### config.mk
export PLATFORM = sky130hd
export DESIGN_NAME = gate_controller_with_echo_ranging
export DESIGN_NICKNAME = d
export VERILOG_FILES = /design/src/design/gcer_pkg.sv /design/src/design/gate_controller_with_echo_ranging.sv /design/src/design/gcer_echo_timer.sv /design/src/design/gcer_range.sv /design/src/design/gcer_gate_fsm.sv
export VERILOG_INCLUDE_DIRS = /design/src /design/src/design
export SDC_FILE = /design/constraint.sdc
export NUM_CORES = 2
export LEC_CHECK = 0
export ABC_AREA = 1
export ABC_CLOCK_PERIOD_IN_PS = 7700
export BUFFER_PORTS_ARGS = -buffer_cell sky130_fd_sc_hd__buf_2
export CAP_MARGIN = 0
export CORE_UTILIZATION = 40
export DETAILED_ROUTE_END_ITERATION = 8
export SETUP_SLACK_MARGIN = 0.3
export SLEW_MARGIN = 15
export SYNTH_ARGS = -nofsm -noshare
export SYNTH_HDL_FRONTEND = slang
export SYNTH_SLANG_ARGS = --single-unit
### constraint.sdc
create_clock -name clk -period 7.7 [get_ports clk]
set_clock_uncertainty 0.1 [all_clocks]
set_input_delay 1.54 -clock clk [delete_from_list [all_inputs] [get_ports clk]]
set_output_delay 1.54 -clock clk [all_outputs]
set_load 0.01 [all_outputs]
### src/design/gate_controller_with_echo_ranging_assert.svh
// assertion macros for the gate controller with echo ranging
// used by the top level only, expects a clock named clk and a reset named rst_n
`ifndef GATE_CONTROLLER_WITH_ECHO_RANGING_ASSERT_SVH
`define GATE_CONTROLLER_WITH_ECHO_RANGING_ASSERT_SVH

// same-cycle implication
`define GCER_ASSERT_NOW(label, ante, cons, msg) \
  label: assert property (@(posedge clk) disable iff (!rst_n) (ante) |-> (cons)) \
    else $error(msg);

// next-cycle implication
`define GCER_ASSERT_NEXT(label, ante, cons, msg) \
  label: assert property (@(posedge clk) disable iff (!rst_n) (ante) |=> (cons)) \
    else $error(msg);

`endif

### src/design/gcer_pkg.sv
// shared types, codes and helpers for the gate controller with echo ranging
// no dependencies
`timescale 1ns / 1ps

package gcer_pkg;

  localparam int TIME_W  = 32;
  localparam int DIST_W  = 16;
  localparam int SCALE_W = 20;
  localparam int FRAC_W  = 20;
  localparam int PROD_W  = TIME_W + SCALE_W;

  // configuration register indexes
  localparam logic [1:0] CFG_CLEAR_LOW  = 2'd0;
  localparam logic [1:0] CFG_CLEAR_HIGH = 2'd1;
  localparam logic [1:0] CFG_SCALE      = 2'd2;

  localparam logic [DIST_W-1:0]  CLEAR_LOW_RST  = 16'd7;
  localparam logic [DIST_W-1:0]  CLEAR_HIGH_RST = 16'd8;
  localparam logic [SCALE_W-1:0] SCALE_RST      = 20'd17826;

  // reported gate state codes
  localparam logic [1:0] GS_OPEN    = 2'd0;
  localparam logic [1:0] GS_CLOSED  = 2'd1;
  localparam logic [1:0] GS_MOVING  = 2'd2;
  localparam logic [1:0] GS_STOPPED = 2'd3;

  // led colour codes
  localparam logic [1:0] LED_GREEN  = 2'd0;
  localparam logic [1:0] LED_RED    = 2'd1;
  localparam logic [1:0] LED_YELLOW = 2'd2;
  localparam logic [1:0] LED_VIOLET = 2'd3;

  typedef enum logic [3:0] {
    MODE_OPEN    = 4'b0001,
    MODE_CLOSED  = 4'b0010,
    MODE_MOVING  = 4'b0100,
    MODE_STOPPED = 4'b1000
  } gate_mode_t;

  typedef struct packed {
    logic              command;
    logic              closed_switch;
    logic              open_switch;
    logic              button_level;
    logic [TIME_W-1:0] capture_time;
  } in_item_t;

  typedef struct packed {
    logic              motor_a;
    logic              motor_b;
    logic [1:0]        led_color;
    logic [1:0]        gate_state;
    logic [DIST_W-1:0] distance_cm;
  } out_item_t;

  typedef struct packed {
    logic closed_switch;
    logic open_switch;
    logic button_level;
  } gate_poll_t;

  typedef struct packed {
    logic       motor_a;
    logic       motor_b;
    logic [1:0] led_color;
    logic [1:0] gate_state;
  } gate_status_t;

  function automatic logic [1:0] mode_code(gate_mode_t m);
    logic [1:0] c;
    unique case (m)
      MODE_OPEN:    c = GS_OPEN;
      MODE_CLOSED:  c = GS_CLOSED;
      MODE_MOVING:  c = GS_MOVING;
      MODE_STOPPED: c = GS_STOPPED;
      default:      c = GS_OPEN;
    endcase
    return c;
  endfunction

  function automatic logic [1:0] mode_led(gate_mode_t m);
    logic [1:0] c;
    unique case (m)
      MODE_OPEN:    c = LED_GREEN;
      MODE_CLOSED:  c = LED_RED;
      MODE_MOVING:  c = LED_YELLOW;
      MODE_STOPPED: c = LED_VIOLET;
      default:      c = LED_GREEN;
    endcase
    return c;
  endfunction

endpackage

### src/design/gate_controller_with_echo_ranging.sv
// Gate controller with echo ranging, top level.
// Channels: in_* carries poll or echo-capture requests (in_data.command 0 poll,
//   1 capture), out_* returns one result per request, cfg_* writes the clear
//   window (index 0 low, 1 high) and the q0.20 cm-per-tick scale (index 2).
//   A write to index 3 is taken and ignored; cfg_ready is always high.
// Path: a request accepted into the stage register moves on into the result
//   register once that register is empty or its result is being accepted.
// Throughput: one request per cycle when not stalled. The capture timestamp
//   subtraction sits before the stage register, the width-times-scale multiply,
//   saturation and the gate next-state logic sit before the result register.
// Stall: while out_valid is high and out_ready low the result holds; one more
//   request is taken into the stage register, then in_ready drops until the
//   result is accepted.
// Reset: rst_n low at a clock edge empties the pipeline, sets the gate open
//   with green led, bridge off, distance 0, the echo pairing to expect a rise
//   and the registers to low 7, high 8, scale 17826.
// Depends on gcer_pkg, gcer_echo_timer, gcer_range, gcer_gate_fsm and
//   gate_controller_with_echo_ranging_assert.svh.
`timescale 1ns / 1ps
`include "gate_controller_with_echo_ranging_assert.svh"

module gate_controller_with_echo_ranging import gcer_pkg::*; (
  input  logic               clk,
  input  logic               rst_n,
  input  logic               in_valid,
  output logic               in_ready,
  input  in_item_t           in_data,
  output logic               out_valid,
  input  logic               out_ready,
  output out_item_t          out_data,
  input  logic               cfg_valid,
  output logic               cfg_ready,
  input  logic [1:0]         cfg_index,
  input  logic [SCALE_W-1:0] cfg_data
);

  logic [DIST_W-1:0]  clear_low_r;
  logic [DIST_W-1:0]  clear_high_r;
  logic [SCALE_W-1:0] scale_r;

  logic               in_fire;
  logic               out_free;
  logic               s1_go;
  logic               s1_valid_r;
  logic               s1_valid_nxt;
  logic               s1_cmd_r;
  logic               s1_fall_r;
  gate_poll_t         s1_poll_r;
  logic [TIME_W-1:0]  s1_width_r;
  logic               out_valid_r;
  logic               out_valid_nxt;
  out_item_t          out_data_r;

  logic               echo_fall;
  logic [TIME_W-1:0]  echo_width;
  logic [DIST_W-1:0]  distance;
  logic [DIST_W-1:0]  dist_nxt;
  gate_status_t       stat_nxt;

  assign cfg_ready = 1'b1;

  always_ff @(posedge clk) begin
    if (!rst_n) begin
      clear_low_r  <= CLEAR_LOW_RST;
      clear_high_r <= CLEAR_HIGH_RST;
      scale_r      <= SCALE_RST;
    end else if (cfg_valid) begin
      unique case (cfg_index)
        CFG_CLEAR_LOW:  clear_low_r  <= cfg_data[DIST_W-1:0];
        CFG_CLEAR_HIGH: clear_high_r <= cfg_data[DIST_W-1:0];
        CFG_SCALE:      scale_r      <= cfg_data;
        default: begin
        end
      endcase
    end
  end

  assign out_free = !out_valid_r || out_ready;
  assign s1_go    = s1_valid_r && out_free;
  assign in_ready = !s1_valid_r || out_free;
  assign in_fire  = in_valid && in_ready;

  gcer_echo_timer u_echo (
    .clk      (clk),
    .rst_n    (rst_n),
    .cap_en   (in_fire && in_data.command),
    .cap_time (in_data.capture_time),
    .is_fall  (echo_fall),
    .width    (echo_width)
  );

  always_comb begin
    s1_valid_nxt = s1_valid_r;
    if (in_fire) begin
      s1_valid_nxt = 1'b1;
    end else if (s1_go) begin
      s1_valid_nxt = 1'b0;
    end
  end

  always_ff @(posedge clk) begin
    if (!rst_n) begin
      s1_valid_r <= 1'b0;
    end else begin
      s1_valid_r <= s1_valid_nxt;
    end
  end

  always_ff @(posedge clk) begin
    if (in_fire) begin
      s1_cmd_r                <= in_data.command;
      s1_fall_r               <= echo_fall;
      s1_width_r              <= echo_width;
      s1_poll_r.closed_switch <= in_data.closed_switch;
      s1_poll_r.open_switch   <= in_data.open_switch;
      s1_poll_r.button_level  <= in_data.button_level;
    end
  end

  gcer_range u_range (
    .clk      (clk),
    .rst_n    (rst_n),
    .load     (s1_go && s1_cmd_r && s1_fall_r),
    .width    (s1_width_r),
    .scale    (scale_r),
    .distance (distance),
    .dist_nxt (dist_nxt)
  );

  gcer_gate_fsm u_gate (
    .clk        (clk),
    .rst_n      (rst_n),
    .poll_en    (s1_go && !s1_cmd_r),
    .poll       (s1_poll_r),
    .distance   (distance),
    .clear_low  (clear_low_r),
    .clear_high (clear_high_r),
    .stat_nxt   (stat_nxt)
  );

  always_comb begin
    out_valid_nxt = out_valid_r;
    if (s1_go) begin
      out_valid_nxt = 1'b1;
    end else if (out_ready) begin
      out_valid_nxt = 1'b0;
    end
  end

  always_ff @(posedge clk) begin
    if (!rst_n) begin
      out_valid_r <= 1'b0;
    end else begin
      out_valid_r <= out_valid_nxt;
    end
  end

  always_ff @(posedge clk) begin
    if (s1_go) begin
      out_data_r.motor_a     <= stat_nxt.motor_a;
      out_data_r.motor_b     <= stat_nxt.motor_b;
      out_data_r.led_color   <= stat_nxt.led_color;
      out_data_r.gate_state  <= stat_nxt.gate_state;
      out_data_r.distance_cm <= dist_nxt;
    end
  end

  assign out_valid = out_valid_r;
  assign out_data  = out_data_r;

  // assertions
  `GCER_ASSERT_NEXT(a_stage_hold, s1_valid_r && !out_free,
    s1_valid_r && $stable(s1_width_r) && $stable(s1_cmd_r), "stage request lost while stalled")
  `GCER_ASSERT_NEXT(a_stage_to_out, s1_go, out_valid_r, "stage request did not reach output")
  `GCER_ASSERT_NOW(a_bridge_safe, out_valid_r,
    !(out_data_r.motor_a && out_data_r.motor_b), "both bridge legs driven")
  `GCER_ASSERT_NOW(a_led_matches, out_valid_r,
    out_data_r.led_color == out_data_r.gate_state, "led colour disagrees with gate state")

endmodule

### src/design/gcer_echo_timer.sv
// echo edge pairing: holds the rise timestamp and gives the pulse width on a fall
// depends on gcer_pkg
`timescale 1ns / 1ps

module gcer_echo_timer import gcer_pkg::*; (
  input  logic              clk,
  input  logic              rst_n,
  input  logic              cap_en,
  input  logic [TIME_W-1:0] cap_time,
  output logic              is_fall,
  output logic [TIME_W-1:0] width
);

  logic              phase_r;
  logic              phase_nxt;
  logic [TIME_W-1:0] prev_r;
  logic [TIME_W-1:0] prev_nxt;

  assign is_fall = phase_r;
  // wraps modulo 2^32
  assign width   = cap_time - prev_r;

  always_comb begin
    phase_nxt = phase_r;
    prev_nxt  = prev_r;
    if (cap_en) begin
      phase_nxt = ~phase_r;
      prev_nxt  = cap_time;
    end
  end

  always_ff @(posedge clk) begin
    if (!rst_n) begin
      phase_r <= 1'b0;
      prev_r  <= '0;
    end else begin
      phase_r <= phase_nxt;
      prev_r  <= prev_nxt;
    end
  end

endmodule

### src/design/gcer_range.sv
// pulse width to centimetres: one multiply by the q0.20 scale, then saturation
// depends on gcer_pkg
`timescale 1ns / 1ps

module gcer_range import gcer_pkg::*; (
  input  logic               clk,
  input  logic               rst_n,
  input  logic               load,
  input  logic [TIME_W-1:0]  width,
  input  logic [SCALE_W-1:0] scale,
  output logic [DIST_W-1:0]  distance,
  output logic [DIST_W-1:0]  dist_nxt
);

  logic [PROD_W-1:0] prod;
  logic [DIST_W-1:0] dist_r;
  logic              over;

  assign prod = PROD_W'(width) * PROD_W'(scale);
  assign over = |prod[PROD_W-1:FRAC_W+DIST_W];

  always_comb begin
    dist_nxt = dist_r;
    if (load) begin
      dist_nxt = over ? {DIST_W{1'b1}} : prod[FRAC_W+DIST_W-1:FRAC_W];
    end
  end

  assign distance = dist_r;

  always_ff @(posedge clk) begin
    if (!rst_n) begin
      dist_r <= '0;
    end else begin
      dist_r <= dist_nxt;
    end
  end

endmodule

### src/design/gcer_gate_fsm.sv
// gate state machine: limit switches, button edge and h-bridge drive
// depends on gcer_pkg
`timescale 1ns / 1ps

module gcer_gate_fsm import gcer_pkg::*; (
  input  logic              clk,
  input  logic              rst_n,
  input  logic              poll_en,
  input  gate_poll_t        poll,
  input  logic [DIST_W-1:0] distance,
  input  logic [DIST_W-1:0] clear_low,
  input  logic [DIST_W-1:0] clear_high,
  output gate_status_t      stat_nxt
);

  gate_mode_t mode_r;
  gate_mode_t mode_nxt;
  logic       last_r;
  logic       last_nxt;
  logic       btn_r;
  logic       btn_nxt;
  logic       a_r;
  logic       a_nxt;
  logic       b_r;
  logic       b_nxt;
  logic       path_clear;

  assign path_clear = (distance >= clear_low) && (distance <= clear_high);

  always_comb begin
    mode_nxt = mode_r;
    last_nxt = last_r;
    btn_nxt  = btn_r;
    a_nxt    = a_r;
    b_nxt    = b_r;
    if (poll_en) begin
      if (poll.closed_switch) begin
        mode_nxt = MODE_CLOSED;
        last_nxt = 1'b1;
      end else if (poll.open_switch) begin
        mode_nxt = MODE_OPEN;
        last_nxt = 1'b0;
      end else if (a_r == b_r) begin
        mode_nxt = MODE_STOPPED;
      end else begin
        mode_nxt = MODE_MOVING;
      end
      btn_nxt = poll.button_level;
      if (poll.button_level && !btn_r) begin
        unique case (mode_nxt)
          MODE_OPEN: begin
            if (path_clear) begin
              a_nxt = 1'b1;
              b_nxt = 1'b0;
            end
          end
          MODE_CLOSED: begin
            a_nxt = 1'b0;
            b_nxt = 1'b1;
          end
          MODE_MOVING: begin
            a_nxt = 1'b0;
            b_nxt = 1'b0;
          end
          MODE_STOPPED: begin
            a_nxt = last_nxt;
            b_nxt = ~last_nxt;
          end
          default: begin
            a_nxt = a_r;
            b_nxt = b_r;
          end
        endcase
      end
    end
  end

  always_comb begin
    stat_nxt.motor_a    = a_nxt;
    stat_nxt.motor_b    = b_nxt;
    stat_nxt.led_color  = mode_led(mode_nxt);
    stat_nxt.gate_state = mode_code(mode_nxt);
  end

  always_ff @(posedge clk) begin
    if (!rst_n) begin
      mode_r <= MODE_OPEN;
      last_r <= 1'b0;
      btn_r  <= 1'b0;
      a_r    <= 1'b0;
      b_r    <= 1'b0;
    end else begin
      mode_r <= mode_nxt;
      last_r <= last_nxt;
      btn_r  <= btn_nxt;
      a_r    <= a_nxt;
      b_r    <= b_nxt;
    end
  end

endmodule

Word level (Yosys, flattened, before mapping)
Cells that the tools add are included.
Cells by class
  $mul: 1
  equal/unequal tests: 10
  $lt $le $gt $ge: 2
  mux-type cells: 23
  bitwise operators: 2
  reduce and logical (&&, ||, !) cells: 22
  add/sub/neg operators: 1
Operator list (count)
  multiplier 32 x 20 -> 52 bit: 1
  two-way mux 16 bit: 2
  subtractor 32 bit: 1
  two-way mux 4 bit: 5
  greater-or-equal comparator 16 bit: 1
  <= comparator 16 bit: 1
  OR reduction 16 bit: 1
  two-way mux 1 bit: 13
  equality test 4 x 2 -> 1 bit, second input constant: 2
  equality test 4 x 3 -> 1 bit, second input constant: 2
  equality test 4 bit, second input constant: 2
  logical AND 1 bit: 8
  one-hot mux 2 bit (3 select lines): 1
  AND reduction 2 bit: 3
  equality test 4 x 1 -> 1 bit, second input constant: 1
  logical NOT 1 bit: 4
  one-hot mux 1 bit (4 select lines): 1
  nonzero test 2 bit: 2
  one-hot mux 1 bit (3 select lines): 1
  equality test 2 x 1 -> 1 bit, second input constant: 1
  equality test 2 bit, second input constant: 1
  logical NOT 2 bit: 1
  logical OR 1 bit: 2
  inverter 1 bit: 2
  2 further kinds: 2
Storage, ports and cells
  output and inout bits: 25
  register bits: 168

Depth between registers and ports, before layout
  depth in word-level cells: 10
  depth in mapped cells: 38

Modules after synthesis
From an unflattened synthesis, not the netlist that was laid out.
Second synthesis, totals
  cells, all modules: 4552
  area, all modules: 32281.0 µm²
By module, submodules not included
  gcer_range: cells each 3300, area an instance 23399.9 µm², seq. area each 320.3 µm², instances 1
  gate_controller_with_echo_ranging: cells each 398, area an instance 4006.3 µm², seq. area each 2852.7 µm², instances 1
  gcer_echo_timer: cells each 647, area an instance 3530.9 µm², seq. area each 660.6 µm², instances 1
  gcer_gate_fsm: cells each 207, area an instance 1343.8 µm², seq. area each 160.2 µm², instances 1

Least setup slack after synthesis
OpenSTA, ideal clock, no wires.
  path kind: register -> register
  from: register scale_r[5]
  to: register out_data_r (netlist bit out_data[10]) (data pin)
  arrival: 6.309 ns
  setup slack: 1.040 ns
  required time: 7.349 ns
  library setup time: 0.251 ns
  period minus slack after synthesis: 6.660 ns
  cell stages (with the launch flop): 33
  cells stage by stage: dfxtp_1 -> clkbuf_1 -> clkbuf_1 -> nand2_1 -> fa_1 -> inv_1 -> fa_1 -> inv_1 -> fa_1 -> inv_1 -> fa_1 -> fa_1 -> fa_1 -> inv_1 -> fa_1 -> inv_1 -> ha_1 -> nand2_1 -> nor2_2 -> inv_2 -> nor2_4 -> nand2_1 -> nor3_2 -> nand2_1 -> nand4_1 -> nand2_1 -> nor2_1 -> nand3_1 -> nor2_4 -> buf_8 -> nand3_2 -> nand2_1 -> inv_1
Between the ends
  cells in the longest elaborated chain, start to end: 4
Ends and longest elaborated chain
  start: declaration: RTL line gate_controller_with_echo_ranging.sv:39  | logic [SCALE_W-1:0] scale_r;
  start signal: assignment: RTL line gate_controller_with_echo_ranging.sv:71  | CFG_SCALE: scale_r <= cfg_data;
  multiplier 32 x 20 -> 52 bit *: RTL line gcer_range.sv:19  | assign prod = PROD_W'(width) * PROD_W'(scale);
  OR reduction 16 bit: RTL line gcer_range.sv:20  | assign over = |prod[PROD_W-1:FRAC_W+DIST_W];
  two-way mux 16 bit *: RTL line gcer_range.sv:25  | dist_nxt = over ? {DIST_W{1'b1}} : prod[FRAC_W+DIST_W-1:FRAC_W];
  two-way mux 16 bit *: RTL line gcer_range.sv:24  | if (load) begin
  via dist_nxt[10]: RTL line gate_controller_with_echo_ranging.sv:57  | logic [DIST_W-1:0] dist_nxt;
  end: declaration: RTL line gate_controller_with_echo_ranging.sv:52  | out_item_t out_data_r;
Mark *: on every way through the listed nets, which the timed path passes. The rest lies on a longest branch.
A chain may end at the register's enable or synchronous reset.

Final worst setup path
  from: register s1_width_r[10]
  to: register out_data_r (netlist bit out_data[9]) (data pin)
Between the ends
  cells in the longest elaborated chain, start to end: 4
Ends and longest elaborated chain
  start: declaration: RTL line gate_controller_with_echo_ranging.sv:49  | logic [TIME_W-1:0] s1_width_r;
  start signal: assignment: RTL line gate_controller_with_echo_ranging.sv:113  | s1_width_r <= echo_width;
  multiplier 32 x 20 -> 52 bit *: RTL line gcer_range.sv:19
  OR reduction 16 bit: RTL line gcer_range.sv:20
  two-way mux 16 bit *: RTL line gcer_range.sv:25
  two-way mux 16 bit *: RTL line gcer_range.sv:24
  via dist_nxt[9]: RTL line gate_controller_with_echo_ranging.sv:57
Marks and branches as above.

==> results.txt <==
The overall overflow remaining after global route is 0. The slew of the pin with the lowest slew margin came out at approximately 1000 ps. The maximum single-stage delay on the critical path came out at a little under 600 ps. The worst setup slack after layout came out at between 500 and 600 ps. For this block, the routed nets add up to 87,800 microns of wire. After synthesis, the cell types taking the most area are fa_1 35%, inv_1 15%, nand2_1 14%. The number of enable flip-flop cells after synthesis is 57. The worst path required time came out at 7820 ps. The final sum of negative setup slack came out at 0 ps.

After synthesis, the largest area contributor takes up around 35% of total cell area. The die footprint came out at roughly 79,000 sq um. The via count normalized by instance count came out at 4.74.

The post-route netlist has between 9 and 10% of its cells at a drive strength greater than 1. The area of the mapped netlist came out at between 30,000 and 40,000 sq um. The root buffer cell is clkbuf_16. The TritonCTS buffer count is 17. After clock tree synthesis, the clock-pin slew on the worst setup and hold paths is 70 ps.

The adder and majority cell fraction of the synthesized area is a little over two fifths. The time the final worst path needs with I/O delays and setup is between 7000 and 8000 ps. The first-pass detailed-route iteration total came out at 5. Summing the areas of all and, or, nand and nor instances in the mapped netlist gives a little under a fifth of the synthesized area. The cell type with the highest aggregate area in the netlist is fa_1. The initial core utilization came out at 40.6%. The count of warnings emitted by yosys is 0. The post-layout net count came out at approximately 5.1k. The part of the Yosys area used for sequential elements came out at roughly 13%.

The total of endpoints with negative setup slack in the final report is 0. The flip-flop and latch count after synthesis came out at approximately 170. For this run, the leading register cell type out of synthesis is dfxtp_1.

The highest net fanout along the worst path came out at 13. The number of nets with antenna violations after routing is 0. The average wire per cell in the routed design is 16.4 microns.

The number of sinks handled by clock tree synthesis came out at 168. In this run the mean area of a mapped cell was 7.36 sq um. During I/O placement, the number of pins put on the boundary was between 80 and 90.

The initial antenna violation count came out at 1. The combinational family with the most area after synthesis is adder cells. Clock latency on the worst-skew pair, taken at its later pin, is ~470 ps. The post-route DRC violation count came out at 0. The data arrival at the endpoint of the critical path is ~7300 ps. The number of placement rows came out at between 100 and 150. The global-route usage over all layers came out at approximately a quarter.

The cell area after placement is 32,900 sq um. The synthesized-area fraction occupied by ao, oa, aoi and oai cells came out at ~5.5%. The horizontal die dimension is about 280 microns. The critical path class is flip-flop to flip-flop. The H-tree depth came out at 4.

In the post-synthesis netlist, the cell with the most instances is inv_1. The slowest stage of the critical path belongs to the cell fa_1. The worst pin sits at a relative slew slack of a little under a third. The final route contains 25.3k vias. In this run, distinct cell masters in the synthesized netlist total 45. The via count of the first global-routing pass came out at about 26k. The die outline height is around 280 microns. The half-perimeter wire length of the detailed placement result is about 70,000 microns. The pin count of the biggest net entering global routing came out at between 70 and 80. The xor/xnor cell area share of the yosys netlist came out at roughly 1.3%. The growth of design area from synthesis to finish came out at 11.6%. The final count of pins violating max slew came out at 0. At the placement stage, the worst setup path has a slack of 3.98 ps. In the synthesized netlist, the number of instances is 4,206. The achievable clock frequency is 139 MHz. The final weighted congestion in routability-driven placement is 0.960. The cell repeated most along the worst path is fa_1. In the synthesized netlist, the cells that appear most often are 1,265 x inv_1, 1,147 x nand2_1, 536 x fa_1. The min-delay analysis places its worst path in the category flip-flop to flip-flop. The clock passes through at most 2 buffers. The share of the core filled with cells in the final layout is a little under half. Input and output buffers added on the ports amount to 86.

The first-pass GRT wire length is approximately 140,000 microns. The clock tree from TritonCTS is done. The area of the placeable core is about 76,000 sq um. The final clock period utilization by the worst path came out at just over 90%.

Setup repair after global routing left no endpoint under its margin. The starting DRC count in detailed routing is between 1.5k and 2k. The area of all placed cells without fillers came out at about 35,000 sq um. The flow ran to the end, and the final reports show no timing, DRC or antenna violations. The worst setup path is launched from a flip-flop. The share of cell area taken by muxes after synthesis is 0%. The share of async-settable or async-resettable flops after synthesis is 0%.

The hold violation count in the final report came out at 0. The number of nets produced by synthesis is a little over 5k. The worst setup path is captured at a flip-flop. The max-cap check violation count came out at 0.
-- worst max-delay path, delay by kind of cell (launching register included) --
kind	cells	cell delay, ps
DFF	1	430
adders and majority gates	8	3810
AOI/OAI and AO/OA	5	1200
buffers and inverters	10	980
and+or+nand+nor	5	390
-- placed cells by master, fill, tap and decap left out, types with 6 or more instances in the layout --
cell       synthesis  final
o21ai_0          104    104
ha_1             223    212
a31oi_1            7      7
clkbuf_16          0     21
buf_4              5    128
o21bai_1           9      9
dfxtp_1          111    104
nor3_1            11     11
ha_2               0      6
nand2_2           20     34
nor2_1           137    119
buf_12             1     33
nand2_1         1147   1133
fa_1             536    534
a21oi_1          182    177
nand4_1           14     14
xnor2_1           17     17
inv_2              5      6
o211ai_1           7      7
dfxtp_4            0      6
nor2_2            13     26
buf_2              1     86
nand3_2           10     12
nor2_4             4      9
inv_1           1265   1263
nand3_1           71     68
or2_2             16     16
edfxtp_1          57     57
xor2_1            28     28
-- registers in the layout, summed over array words and instances (netlist names), 3 cells and up --
name / count
out_data: 20
scale_r: 20
s1_width_r: 32
s1_poll_r: 3
clear_low_r: 16
u_gate.mode_r: 4
u_range.distance: 16
clear_high_r: 16
u_echo.prev_r: 32
-- path summary, 6_finish.rpt --
kind	startpoint	endpoint	slack, ps	cells after the start
worst min-delay path	u_echo.prev_r[16]	u_echo.prev_r[16]	360	2
worst min register to register	u_echo.prev_r[16]	u_echo.prev_r[16]	360	2
worst max-delay path	s1_width_r[10]	out_data[9]	520	28
worst max register to register	s1_width_r[10]	out_data[9]	520	28
-- cell families (layout without fill, tap and decap cells) --
logic type               after synthesis  count (layout)
XOR/XNOR                              45              45
adder cells (fa/ha/maj)              759             759
AO/OA/AOI/OAI                        323             323
other                                  1               2
buffers and inverters               1447            1555
AND/OR/NAND/NOR                     1463            1463
flip-flops                           168             168
-- cell type report --
type	count	area, sq um
flip-flops and latches	168	3960
multi-input cells	2591	21800
diodes	1	2.50
repair buffers	253	2170
fillers	7634	41700
well taps	1030	1290
inverters	1270	4770
clock inverters	14	136
clock buffers	18	429
-- what timing repair did --
action | in CTS | in global routing
gates resized for setup | 4 | 75
hold buffers | 0 | 0
endpoints found under the setup margin | 32 | 32
gates cloned | 0 | 4
setup buffers | 53 | 22
pin swaps | 0 | 9
endpoints found under the hold margin | 0 | 0
-- routing by layer --
metal | routed length [microns] | track usage [%]
met2 | 41600 | 39.5
met4 | 2600 | 7.17
met3 | 5410 | 3.08
met5 | 0 | 0
met1 | 38200 | 30.8
-- metrics by stage --
stage	hold WS, ps	std cells
floorplan	328	4206
detailed placement	345	5233
CTS	362	5318
global route	377	5345
finish	361	5345
global placement	337	5233
Power is left out: the tool's default activity adds up to more than one toggle a clock period on the data nets, which glitch-free logic cannot reach.
